**src/ppas_pkg.sv**
```systemverilog
// Shared types and constants for the preemptive priority aging scheduler.
package ppas_pkg;

    localparam logic OP_LOAD = 1'b0;
    localparam logic OP_TICK = 1'b1;

    localparam logic CFG_PROCESS_COUNT = 1'b0;
    localparam logic CFG_AGING_PERIOD  = 1'b1;

    localparam logic [3:0] PROCESS_COUNT_RESET = 4'd3;
    localparam logic [7:0] AGING_PERIOD_RESET  = 8'd5;

    typedef struct packed {
        logic        opcode;
        logic [2:0]  slot_index;
        logic [15:0] arrival;
        logic [15:0] burst;
        logic [7:0]  start_priority;
    } in_t;

    typedef struct packed {
        logic        all_done;
        logic        idle;
        logic [2:0]  running_slot;
        logic        preempted;
        logic        completed;
        logic [31:0] turnaround;
        logic [31:0] tick_time;
        logic [7:0]  aged_mask;
        logic [31:0] idle_total;
    } out_t;

    typedef struct packed {
        logic [15:0] arrival;
        logic [15:0] burst;
        logic [15:0] remaining;
        logic [7:0]  prio;
    } slot_t;

    localparam int SLOT_W = $bits(slot_t);

endpackage

```
**src/preemptive_priority_aging_scheduler.sv**
```systemverilog
// Top level: preemptive priority scheduler with aging, one slot visited per step.
// Load beat: written to the slot RAM, no result. All-done tick: scan, then result beat.
// Tick beat: scan, serve and aging pass over the n slots in use, then the result beat; an
// aging candidate's waiting time goes through the shared 4-bit-per-cycle remainder unit.
// One tick at a time; the slot RAM read port sets the scan rate (read, then check, per slot).
// Reset (rst_n, async low) clears control state; slot RAM contents stay undefined.
module preemptive_priority_aging_scheduler
    import ppas_pkg::*;
#(
    parameter int MAX_SLOTS = 8
) (
    input  logic       clk,
    input  logic       rst_n,
    input  logic       in_valid,
    output logic       in_stall,
    input  in_t        in_data,
    output logic       out_valid,
    input  logic       out_stall,
    output out_t       out_data,
    input  logic       cfg_valid,
    output logic       cfg_ready,
    input  logic       cfg_index,
    input  logic [7:0] cfg_data
);

    localparam int SW = $clog2(MAX_SLOTS);
    localparam int NW = $clog2(MAX_SLOTS + 1);

    localparam logic [3:0] S_IDLE     = 4'd0;
    localparam logic [3:0] S_SCAN_RD  = 4'd1;
    localparam logic [3:0] S_SCAN_CHK = 4'd2;
    localparam logic [3:0] S_SERVE    = 4'd3;
    localparam logic [3:0] S_AGE_RD   = 4'd4;
    localparam logic [3:0] S_AGE_CHK  = 4'd5;
    localparam logic [3:0] S_AGE_DIV  = 4'd6;
    localparam logic [3:0] S_AGE_WR   = 4'd7;
    localparam logic [3:0] S_PUT      = 4'd8;

    logic [3:0]           state_reg, state_next;
    logic [NW-1:0]        idx_reg, idx_next;
    logic [MAX_SLOTS-1:0] fin_reg, fin_next;
    logic [31:0]          time_reg, time_next;
    logic [SW-1:0]        prev_reg, prev_next;
    logic                 first_reg, first_next;
    logic [31:0]          idle_cnt_reg, idle_cnt_next;
    logic [3:0]           pc_reg, pc_next;
    logic [7:0]           ap_reg, ap_next;
    logic [SW-1:0]        sel_reg, sel_next;
    logic                 found_reg, found_next;
    logic                 have_unf_reg, have_unf_next;
    logic [SW-1:0]        first_unf_reg, first_unf_next;
    logic [MAX_SLOTS-1:0] aged_reg, aged_next;
    logic [2:0]           div_cnt_reg, div_cnt_next;
    logic                 out_valid_reg, out_valid_next;

    slot_t                sel_word_reg, sel_word_next;
    slot_t                age_word_reg, age_word_next;
    logic [31:0]          div_reg, div_next;
    logic [7:0]           rem_reg, rem_next;
    out_t                 res_reg, res_next;
    out_t                 out_reg, out_next;

    logic                 ram_we;
    logic [SW-1:0]        ram_waddr;
    slot_t                ram_wdata;
    logic [SLOT_W-1:0]    ram_rdata;
    slot_t                rd_slot;

    logic [NW-1:0]        n_slots;
    logic [SW-1:0]        idx_s;
    logic [SW+2:0]        ld_ext;
    logic                 ld_ok;
    logic [SW+2:0]        sel_ext;
    logic [MAX_SLOTS+7:0] aged_ext;

    assign rd_slot  = slot_t'(ram_rdata);
    assign idx_s    = idx_reg[SW-1:0];
    assign ld_ext   = {{SW{1'b0}}, in_data.slot_index};
    assign ld_ok    = 32'(in_data.slot_index) < 32'(MAX_SLOTS);
    assign sel_ext  = {3'b000, sel_reg};
    assign aged_ext = {8'h00, aged_reg};

    always_comb
    begin
        if (32'(pc_reg) > 32'(MAX_SLOTS))
        begin
            n_slots = NW'(MAX_SLOTS);
        end
        else
        begin
            n_slots = NW'(pc_reg);
        end
    end

    ppas_ram #(
        .WIDTH (SLOT_W),
        .DEPTH (MAX_SLOTS)
    ) u_slot_ram (
        .clk   (clk),
        .we    (ram_we),
        .waddr (ram_waddr),
        .wdata (ram_wdata),
        .raddr (idx_s),
        .rdata (ram_rdata)
    );

    assign in_stall  = (state_reg != S_IDLE);
    assign out_valid = out_valid_reg;
    assign out_data  = out_reg;
    assign cfg_ready = 1'b1;

    always_comb
    begin
        logic [8:0]  r9;
        logic [7:0]  r8;
        logic [31:0] d;
        logic [15:0] served;
        logic [31:0] wait_time;
        logic [15:0] rem_dec;
        logic        elig;
        logic        skip;

        state_next     = state_reg;
        idx_next       = idx_reg;
        fin_next       = fin_reg;
        time_next      = time_reg;
        prev_next      = prev_reg;
        first_next     = first_reg;
        idle_cnt_next  = idle_cnt_reg;
        pc_next        = pc_reg;
        ap_next        = ap_reg;
        sel_next       = sel_reg;
        found_next     = found_reg;
        have_unf_next  = have_unf_reg;
        first_unf_next = first_unf_reg;
        aged_next      = aged_reg;
        div_cnt_next   = div_cnt_reg;
        out_valid_next = out_valid_reg;
        sel_word_next  = sel_word_reg;
        age_word_next  = age_word_reg;
        div_next       = div_reg;
        rem_next       = rem_reg;
        res_next       = res_reg;
        out_next       = out_reg;
        ram_we         = 1'b0;
        ram_waddr      = idx_s;
        ram_wdata      = rd_slot;

        r8 = rem_reg;
        d  = div_reg;
        r9 = 9'd0;
        for (int k = 0; k < 4; k++)
        begin
            r9 = {r8, d[31]};
            d  = {d[30:0], 1'b0};
            if (r9 >= {1'b0, ap_reg})
            begin
                r9 = r9 - {1'b0, ap_reg};
            end
            r8 = r9[7:0];
        end

        served    = rd_slot.burst - rd_slot.remaining;
        wait_time = time_reg - 32'(rd_slot.arrival) - 32'(served) + 32'd1;
        elig      = !fin_reg[idx_s] && ({16'h0000, rd_slot.arrival} <= time_reg);
        skip      = found_reg && (idx_s == sel_reg);
        rem_dec   = sel_word_reg.remaining - 16'd1;

        if (cfg_valid)
        begin
            if (cfg_index == CFG_PROCESS_COUNT)
            begin
                pc_next = cfg_data[3:0];
            end
            else
            begin
                ap_next = cfg_data;
            end
        end

        if (out_valid_reg && !out_stall)
        begin
            out_valid_next = 1'b0;
        end

        case (state_reg)
            S_IDLE:
            begin
                if (in_valid)
                begin
                    if (in_data.opcode == OP_LOAD)
                    begin
                        if (ld_ok)
                        begin
                            ram_we    = 1'b1;
                            ram_waddr = ld_ext[SW-1:0];
                            ram_wdata = '{arrival:   in_data.arrival,
                                          burst:     in_data.burst,
                                          remaining: in_data.burst,
                                          prio:      in_data.start_priority};
                            fin_next[ld_ext[SW-1:0]] = 1'b0;
                            if (in_data.slot_index == 3'd0)
                            begin
                                time_next     = 32'(in_data.arrival);
                                fin_next      = '0;
                                prev_next     = '0;
                                first_next    = 1'b1;
                                idle_cnt_next = '0;
                            end
                        end
                    end
                    else
                    begin
                        idx_next       = '0;
                        found_next     = 1'b0;
                        have_unf_next  = 1'b0;
                        sel_next       = '0;
                        first_unf_next = '0;
                        state_next     = S_SCAN_RD;
                    end
                end
            end
            S_SCAN_RD:
            begin
                if (idx_reg == n_slots)
                begin
                    state_next = S_SERVE;
                end
                else
                begin
                    state_next = S_SCAN_CHK;
                end
            end
            S_SCAN_CHK:
            begin
                if (!fin_reg[idx_s])
                begin
                    if (!have_unf_reg)
                    begin
                        have_unf_next  = 1'b1;
                        first_unf_next = idx_s;
                    end
                    if (({16'h0000, rd_slot.arrival} <= time_reg) &&
                        (!found_reg || (rd_slot.prio <= sel_word_reg.prio)))
                    begin
                        sel_next      = idx_s;
                        found_next    = 1'b1;
                        sel_word_next = rd_slot;
                    end
                end
                idx_next   = idx_reg + NW'(1);
                state_next = S_SCAN_RD;
            end
            S_SERVE:
            begin
                res_next           = '0;
                res_next.tick_time = time_reg;
                idx_next           = '0;
                aged_next          = '0;
                if (!have_unf_reg)
                begin
                    res_next.all_done   = 1'b1;
                    res_next.idle_total = idle_cnt_reg;
                    state_next          = S_PUT;
                end
                else if (!found_reg)
                begin
                    idle_cnt_next       = idle_cnt_reg + 32'd1;
                    res_next.idle       = 1'b1;
                    res_next.idle_total = idle_cnt_reg + 32'd1;
                    sel_next            = first_unf_reg;
                    prev_next           = first_unf_reg;
                    state_next          = S_AGE_RD;
                end
                else
                begin
                    ram_we                = 1'b1;
                    ram_waddr             = sel_reg;
                    ram_wdata             = sel_word_reg;
                    ram_wdata.remaining   = rem_dec;
                    res_next.running_slot = sel_ext[2:0];
                    res_next.preempted    = (sel_reg != prev_reg) && !first_reg;
                    res_next.idle_total   = idle_cnt_reg;
                    first_next            = 1'b0;
                    prev_next             = sel_reg;
                    if (rem_dec == 16'd0)
                    begin
                        fin_next[sel_reg]   = 1'b1;
                        res_next.completed  = 1'b1;
                        res_next.turnaround = time_reg - 32'(sel_word_reg.arrival) + 32'd1;
                    end
                    state_next = S_AGE_RD;
                end
            end
            S_AGE_RD:
            begin
                if (idx_reg == n_slots)
                begin
                    res_next.aged_mask = aged_ext[7:0];
                    time_next          = time_reg + 32'd1;
                    state_next         = S_PUT;
                end
                else
                begin
                    state_next = S_AGE_CHK;
                end
            end
            S_AGE_CHK:
            begin
                if (elig && !skip && (rd_slot.prio > 8'd1) && (ap_reg != 8'd0) &&
                    (wait_time != 32'd0))
                begin
                    age_word_next = rd_slot;
                    div_next      = wait_time;
                    rem_next      = '0;
                    div_cnt_next  = '0;
                    state_next    = S_AGE_DIV;
                end
                else
                begin
                    idx_next   = idx_reg + NW'(1);
                    state_next = S_AGE_RD;
                end
            end
            S_AGE_DIV:
            begin
                div_next     = d;
                rem_next     = r8;
                div_cnt_next = div_cnt_reg + 3'd1;
                if (div_cnt_reg == 3'd7)
                begin
                    state_next = S_AGE_WR;
                end
            end
            S_AGE_WR:
            begin
                if (rem_reg == 8'd0)
                begin
                    ram_we           = 1'b1;
                    ram_wdata        = age_word_reg;
                    ram_wdata.prio   = age_word_reg.prio - 8'd1;
                    aged_next[idx_s] = 1'b1;
                end
                idx_next   = idx_reg + NW'(1);
                state_next = S_AGE_RD;
            end
            S_PUT:
            begin
                if (!out_valid_reg || !out_stall)
                begin
                    out_next       = res_reg;
                    out_valid_next = 1'b1;
                    state_next     = S_IDLE;
                end
            end
            default:
            begin
                state_next = S_IDLE;
            end
        endcase
    end

    always_ff @(posedge clk or negedge rst_n)
    begin
        if (!rst_n)
        begin
            state_reg     <= S_IDLE;
            idx_reg       <= '0;
            fin_reg       <= '0;
            time_reg      <= '0;
            prev_reg      <= '0;
            first_reg     <= 1'b1;
            idle_cnt_reg  <= '0;
            pc_reg        <= PROCESS_COUNT_RESET;
            ap_reg        <= AGING_PERIOD_RESET;
            sel_reg       <= '0;
            found_reg     <= 1'b0;
            have_unf_reg  <= 1'b0;
            first_unf_reg <= '0;
            aged_reg      <= '0;
            div_cnt_reg   <= '0;
            out_valid_reg <= 1'b0;
        end
        else
        begin
            state_reg     <= state_next;
            idx_reg       <= idx_next;
            fin_reg       <= fin_next;
            time_reg      <= time_next;
            prev_reg      <= prev_next;
            first_reg     <= first_next;
            idle_cnt_reg  <= idle_cnt_next;
            pc_reg        <= pc_next;
            ap_reg        <= ap_next;
            sel_reg       <= sel_next;
            found_reg     <= found_next;
            have_unf_reg  <= have_unf_next;
            first_unf_reg <= first_unf_next;
            aged_reg      <= aged_next;
            div_cnt_reg   <= div_cnt_next;
            out_valid_reg <= out_valid_next;
        end
    end

    always_ff @(posedge clk)
    begin
        sel_word_reg <= sel_word_next;
        age_word_reg <= age_word_next;
        div_reg      <= div_next;
        rem_reg      <= rem_next;
        res_reg      <= res_next;
        out_reg      <= out_next;
    end

endmodule

```
**src/ppas_ram.sv**
```systemverilog
// Generic single-write, single-read RAM with registered read data.
module ppas_ram #(
    parameter int WIDTH = 8,
    parameter int DEPTH = 8
) (
    input  logic                     clk,
    input  logic                     we,
    input  logic [$clog2(DEPTH)-1:0] waddr,
    input  logic [WIDTH-1:0]         wdata,
    input  logic [$clog2(DEPTH)-1:0] raddr,
    output logic [WIDTH-1:0]         rdata
);

    logic [WIDTH-1:0] mem [DEPTH];

    always_ff @(posedge clk)
    begin
        if (we)
        begin
            mem[waddr] <= wdata;
        end
        rdata <= mem[raddr];
    end

endmodule

```
**config.mk**
```make
export PLATFORM = sky130hd
export DESIGN_NAME = preemptive_priority_aging_scheduler
export DESIGN_NICKNAME = d
export VERILOG_FILES = /design/src/ppas_pkg.sv /design/src/preemptive_priority_aging_scheduler.sv /design/src/ppas_ram.sv
export SDC_FILE = /design/constraint.sdc
export NUM_CORES = 2
export LEC_CHECK = 0
export ABC_AREA = 1
export BUFFER_PORTS_ARGS = -buffer_cell sky130_fd_sc_hd__buf_2
export CORE_AREA = 2 2 316 318
export CTS_CLUSTER_DIAMETER = 60
export DETAILED_ROUTE_END_ITERATION = 7
export DIE_AREA = 0 0 318 320
export GPL_TIMING_DRIVEN = 0
export PLACE_DENSITY_LB_ADDON = 0.12
export SLEW_MARGIN = 20
export SYNTH_ARGS = -nofsm -noshare
export SYNTH_HDL_FRONTEND = slang
export SYNTH_HIERARCHICAL = 1
export SYNTH_SLANG_ARGS = --single-unit
```
**constraint.sdc**
```tcl
create_clock -name clk -period 7.2 [get_ports clk]
set_clock_uncertainty 0.1 [all_clocks]
set_input_delay 0.72 -clock clk [delete_from_list [all_inputs] [get_ports clk]]
set_output_delay 0.72 -clock clk [all_outputs]
set_load 0.05 [all_outputs]
```
# Word level (Yosys, flattened, before mapping)
# Memories as Yosys holds them, arrays and structs flattened. A register that Yosys moved wholly into a read port is not among the register bits.
# Index checks and enable logic that the tools add are counted.
# totals
n_memories	1
ramBits	448
ff_bits	490
elab_cells	272
output_inout_bits	114
input_bits	58
# classes
eq_ne	28
n_reduce_logical	57
n_addsub	16
bitwise	6
n_lt_le_gt_ge	14
n_mux	106
# mem_list
memory	depth	width	rd	rd_clocked_by_memory_dff	wr	line_no	text
u_slot_ram.mem	8	56	1	1	1	ppas_ram.sv:14	logic [WIDTH-1:0] mem [DEPTH];
# op_table
cell	count
$mux W32	10
$mux W56	5
$pmux W32 S2	3
$pmux W56 S3	1
$add A32 B1 Y32 const B	4
$mux W8	13
$sub A32 B16 Y32	3
$pmux W8 S2	4
$mux W3	16
$mux W4	10
$ge A9 B8 Y1	4
$pmux W4 S9	1
$mux W33	1
$le A16 B32 Y1	1
$ne A2 B2 Y1 const B	16
$reduce_bool A32 Y1	1
$sub A8 B8 Y8	4
$mux W1	27
$pmux W3 S2	4
$reduce_and A5 Y1	4
$reduce_and A6 Y1	3
$eq A4 B3 Y1 const B	4
$logic_not A16 Y1	1
$or A8 B8 Y8	2
41 further kinds	85

# Logic depth before layout (Yosys ltp)
# depth
ltp_word	10
ltp_mapped	54
ltp_nobuf	53

# Modules after synthesis
# Netlist, hierarchy kept.
# by_module_without_submodules
mod	cells_each	area_per_inst_um2	seq_area_each_um2	instances
preemptive_priority_aging_scheduler	3131	28268.4	14139.8	1
ppas_ram	2010	20699.9	14574.0	1

# Least setup slack after synthesis
# No wires, ideal clock.
# synth_path
kind	register -> register
from	register ap_reg[2]
to	register rem_reg[3], data pin
n_path_buf	2
setup_slack_ns	0.492
required_ns	6.847
synth_period_minus_slack_ns	6.708
path_stages_with_launch	52
arrival_ns	6.355
setup_ns	0.253
cell_sequence	dfstp_2 > inv_1 > ha_1 > a21oi_1 > nand2_2 > nand2_2 > nand2_2 > nand2_2 > nand2_4 > inv_4 > or2_1 > o21a_1 > inv_1 > ha_1 > nand2_1 > o21ai_0 > nand2_1 > nand2_1 > (+16 left out) > nand2_1 > inv_1 > ha_1 > a21oi_1 > nand2_1 > a21oi_1 > o21bai_1 > nand2_1 > nand2_1 > a21oi_1 > inv_1 > nand2_1 > nand2_1 > inv_1 > nand3_2 > buf_6 > nor2_1 > nor2_1
# synth_via
elab_chain_len	9
word_cells_on_any_way	13
classes_between	add/sub: 4; order compare: 4; mux: 5
# synth_rtl
element	line_no	text
start: declaration	preemptive_priority_aging_scheduler.sv:47	logic [7:0] ap_reg, ap_next;
start signal: assignment	preemptive_priority_aging_scheduler.sv:394	ap_reg <= ap_next;
$sub A8 B8 Y8 / $ge A9 B8 Y1 (equally long branches)	preemptive_priority_aging_scheduler.sv:158, preemptive_priority_aging_scheduler.sv:156	
$mux W8	preemptive_priority_aging_scheduler.sv:156	if (r9 >= {1'b0, ap_reg})
$sub A8 B8 Y8 / $ge A9 B8 Y1 (equally long branches)	preemptive_priority_aging_scheduler.sv:158, preemptive_priority_aging_scheduler.sv:156	
$mux W8	preemptive_priority_aging_scheduler.sv:156	
$ge A9 B8 Y1 / $sub A8 B8 Y8 (equally long branches)	preemptive_priority_aging_scheduler.sv:156, preemptive_priority_aging_scheduler.sv:158	
$mux W8	preemptive_priority_aging_scheduler.sv:156	
$sub A8 B8 Y8 / $ge A9 B8 Y1 (equally long branches)	preemptive_priority_aging_scheduler.sv:158, preemptive_priority_aging_scheduler.sv:156	
$mux W8 (*)	preemptive_priority_aging_scheduler.sv:156	
$pmux W8 S2 (*)	preemptive_priority_aging_scheduler.sv:186	case (state_reg)
end signal: assignment	preemptive_priority_aging_scheduler.sv:410	rem_reg <= rem_next;
end: declaration	preemptive_priority_aging_scheduler.sv:59	logic [7:0] rem_reg, rem_next;
# Every way passes the cells marked *; elsewhere a longest branch is shown, timed or not.
# A chain may end at the register's enable or synchronous reset.

# Worst setup path in the final report
# layout_path
from	register ap_reg[2]
to	register rem_reg[5], data pin
# layout_via
elab_chain_len	9
word_cells_on_any_way	13
classes_between	add/sub: 4; order compare: 4; mux: 5
# layout_rtl
element	line_no
$sub A8 B8 Y8 / $ge A9 B8 Y1 (equally long branches)	preemptive_priority_aging_scheduler.sv:158, preemptive_priority_aging_scheduler.sv:156
$mux W8	preemptive_priority_aging_scheduler.sv:156
$sub A8 B8 Y8 / $ge A9 B8 Y1 (equally long branches)	preemptive_priority_aging_scheduler.sv:158, preemptive_priority_aging_scheduler.sv:156
$mux W8	preemptive_priority_aging_scheduler.sv:156
$sub A8 B8 Y8 / $ge A9 B8 Y1 (equally long branches)	preemptive_priority_aging_scheduler.sv:158, preemptive_priority_aging_scheduler.sv:156
$mux W8	preemptive_priority_aging_scheduler.sv:156
$sub A8 B8 Y8 / $ge A9 B8 Y1 (equally long branches)	preemptive_priority_aging_scheduler.sv:158, preemptive_priority_aging_scheduler.sv:156
$mux W8 (*)	preemptive_priority_aging_scheduler.sv:156
$pmux W8 S2 (*)	preemptive_priority_aging_scheduler.sv:186
# Marked as above.

==> run summary <==
Vias in the first global route -> 34500
DR vias -> 35900
DR DRC count -> 0
Clock net sink count -> 994
GRT Total Usage -> 26.5%
Vias per inst -> 5.23
Hpwl dp -> 98.9 mm
Crit start category -> flip-flop
Final Hold Fails -> 0
Post-synth ARST share -> 11.7%
Syn. warnings -> 6
Core Footprint -> 0.0980 mm2
P&R area growth vs syn -> 15.0%
# IOs -> 172
Max-cap violations -> 0
Register Area -> 0.0287 mm2
R2r setup slk -> 350 ps
Critical path's slowest cell -> dfstp_2
CTS max path bufs -> 3
Post-route insts no fill -> 6855
CP Capture Type -> flip-flop
H-tree Lvls -> 3
Min Tclk post-route -> 6850 ps
Worst-path fanout max -> 8
Number of synthesized flops with an enable pin -> 822
Setup Viol. Count Final -> 0
Worst skew pair latency -> 710 ps
Clk root buf -> clkbuf_16
Ys flop type -> edfxtp_1
Layout cell share with drive strength beyond 1 -> 10.8%
CP peak stage delay -> 570 ps
Drt pass-1 iters -> 5
CTS buffer count -> 108
Period utilization -> 95.2%
Avg Cell Area, Syn -> 9.53 um2
CTS tree -> built
Mapped Area -> 0.0490 mm2
Distinct cells, synth -> 66
Synth area leaders -> edfxtp_1 50%, nand2_1 11%, inv_1 7.1%
Slew headroom -> 23.4%
Type of the worst min-delay path -> primary input to flip-flop
Placement Rows -> 115
Routed WL -> 135 mm
Cells after Synth -> 5141
Slew at the pin closest to its max-slew limit -> 1150 ps
CP dominant cell by count -> nand2_1
Critical path class -> flip-flop to flip-flop
Port bufs -> 170
Outcome -> complete, no violations
Top cell type's share of synthesized area -> 50.4%
Max-slew violation count -> 0
Die ar. -> 0.102 mm2
Synth cell count leaders -> 1462 x nand2_1, 926 x inv_1, 822 x edfxtp_1
CP arrival -> 7210 ps
Mapped Nets -> 5403
Initial antenna violation count -> 3
Global-route wire length before repair -> 205 mm
Initial Utilization -> 50.0%
Drt first-iter violations -> 3124
GRT overflow -> 0
Routability cong. -> 0.948
Fillers -> 8429
Largest net degree at the start of global routing -> 65
RSZ-0062 raised after global routing -> yes
Worst Path Required -> 7560 ps
Placed Cells -> 6625
Die H -> 320 um
Synth area leader -> edfxtp_1
Max FFs per register -> 448
Number of synthesized register bits -> 994
Detail Route Antenna Nets -> 0
Drt wl/cell -> 19.8 um
Clock-pin slew on the worst setup and hold paths -> 60 ps
Max Fclk -> 146 MHz
Die X -> 318 um
Multi-input logic area -> 0.0162 mm2
# nets final -> 5733
Most common cell in the netlist -> nand2_1
Seq/Total Area, Yosys -> 58.6%
-- critical path: cells and delay by family, from the launching register on --
family | cells | cell delay [ps]
AO/OA/AOI/OAI | 9 | 1060
XOR/XNOR | 1 | 150
AND/OR/NAND/NOR | 25 | 2340
flip-flops | 1 | 570
adder cells (fa/ha/maj) | 4 | 1070
buffers and inverters | 13 | 1310
-- per-layer routing --
| metal | vias up | GRT usage, % | part of all wire [%] |
|---|---|---|---|
| li1 | 17400 | - | - |
| met5 | - | 0 | 0.0096 |
| met1 | 17000 | 35.0 | 43 |
| met2 | 1135 | 43.9 | 47 |
| met3 | 249 | 3.82 | 6.1 |
| met4 | 2 | 11.3 | 4.5 |
-- cell families after synthesis --
family                     after synthesis  share of synthesized area (%)
AOI/OAI and AO/OA                      465                           5.51
buffers and inverters                 1089                           8.85
other                                    1                        0.00766
adders and majority gates              204                           5.55
and+or+nand+nor                       2263                           19.2
xor gates and xnor gates               125                           2.24
DFF                                    994                           58.6
-- timing repair --
action | 4_1_cts | 5_1_grt
endpoints found under the setup margin | 87 | 112
cloned | 1 | 2
hold buffers | 1 | 0
resized for setup | 24 | 57
endpoints found under the hold margin | 59 | 0
pin swaps | 4 | 22
setup buffers | 3 | 16
-- area by class of cell --
type	instances	area share, %
diodes	1	0.00444
plain buffers	150	1.44
clock buffers	143	5.34
clock inverters	63	1.35
inverters	939	6.29
multi-input cells	3059	28.9
flip-flops and latches	994	51.0
well taps	1287	2.86
repair buffers	218	2.85
repair inverters	1	0.0111
-- cell usage in the layout (no fill, tap or decap), types with 21 or more instances in the layout --
cell type,n
nand2_1,1454
inv_1,918
edfxtp_1,822
nand3_1,334
nor2_1,255
buf_2,229
ha_1,179
o21ai_0,177
a21oi_1,121
dfrtp_1,110
clkbuf_16,110
xor2_1,85
clkbuf_1,75
nor3_1,64
nand4_1,56
dfxtp_1,55
xnor2_1,40
buf_4,32
o2111ai_1,30
a31oi_1,24
nor4_1,23
buf_12,22
fa_1,21
-- worst paths after layout --
kind | start | end | depth (start not counted)
worst max-delay path | ap_reg[2] | rem_reg[5] | 52
worst min-delay path | cfg_data[2] | ap_reg[2] | 3
max in group asynchronous | rst_n | first_reg | 3
worst min register to register | res_reg[69] | out_data[69] | 0
worst max register to register | ap_reg[2] | rem_reg[5] | 52
min in group asynchronous | rst_n | aged_reg[1] | 2
-- stage by stage --
step / util, % / area [um2] / setup slack (ps) / setup TNS (ps) / hold slack (ps)
finish: 57.5 / 56300 / 349 / 0 / 170
global route: 57.5 / 56300 / -63.1 / -307 / 167
CTS: 57.1 / 56000 / 22.4 / 0 / 136
detailed placement: 53.2 / 52100 / -670 / -11160 / 305
global placement: 52.5 / 51400 / -1430 / -820980 / 301
floorplan: - / 49000 / 492 / 0 / 300
Power is not shown: default switching activity piles up to over one toggle a cycle in this logic, so the estimate is an artifact.
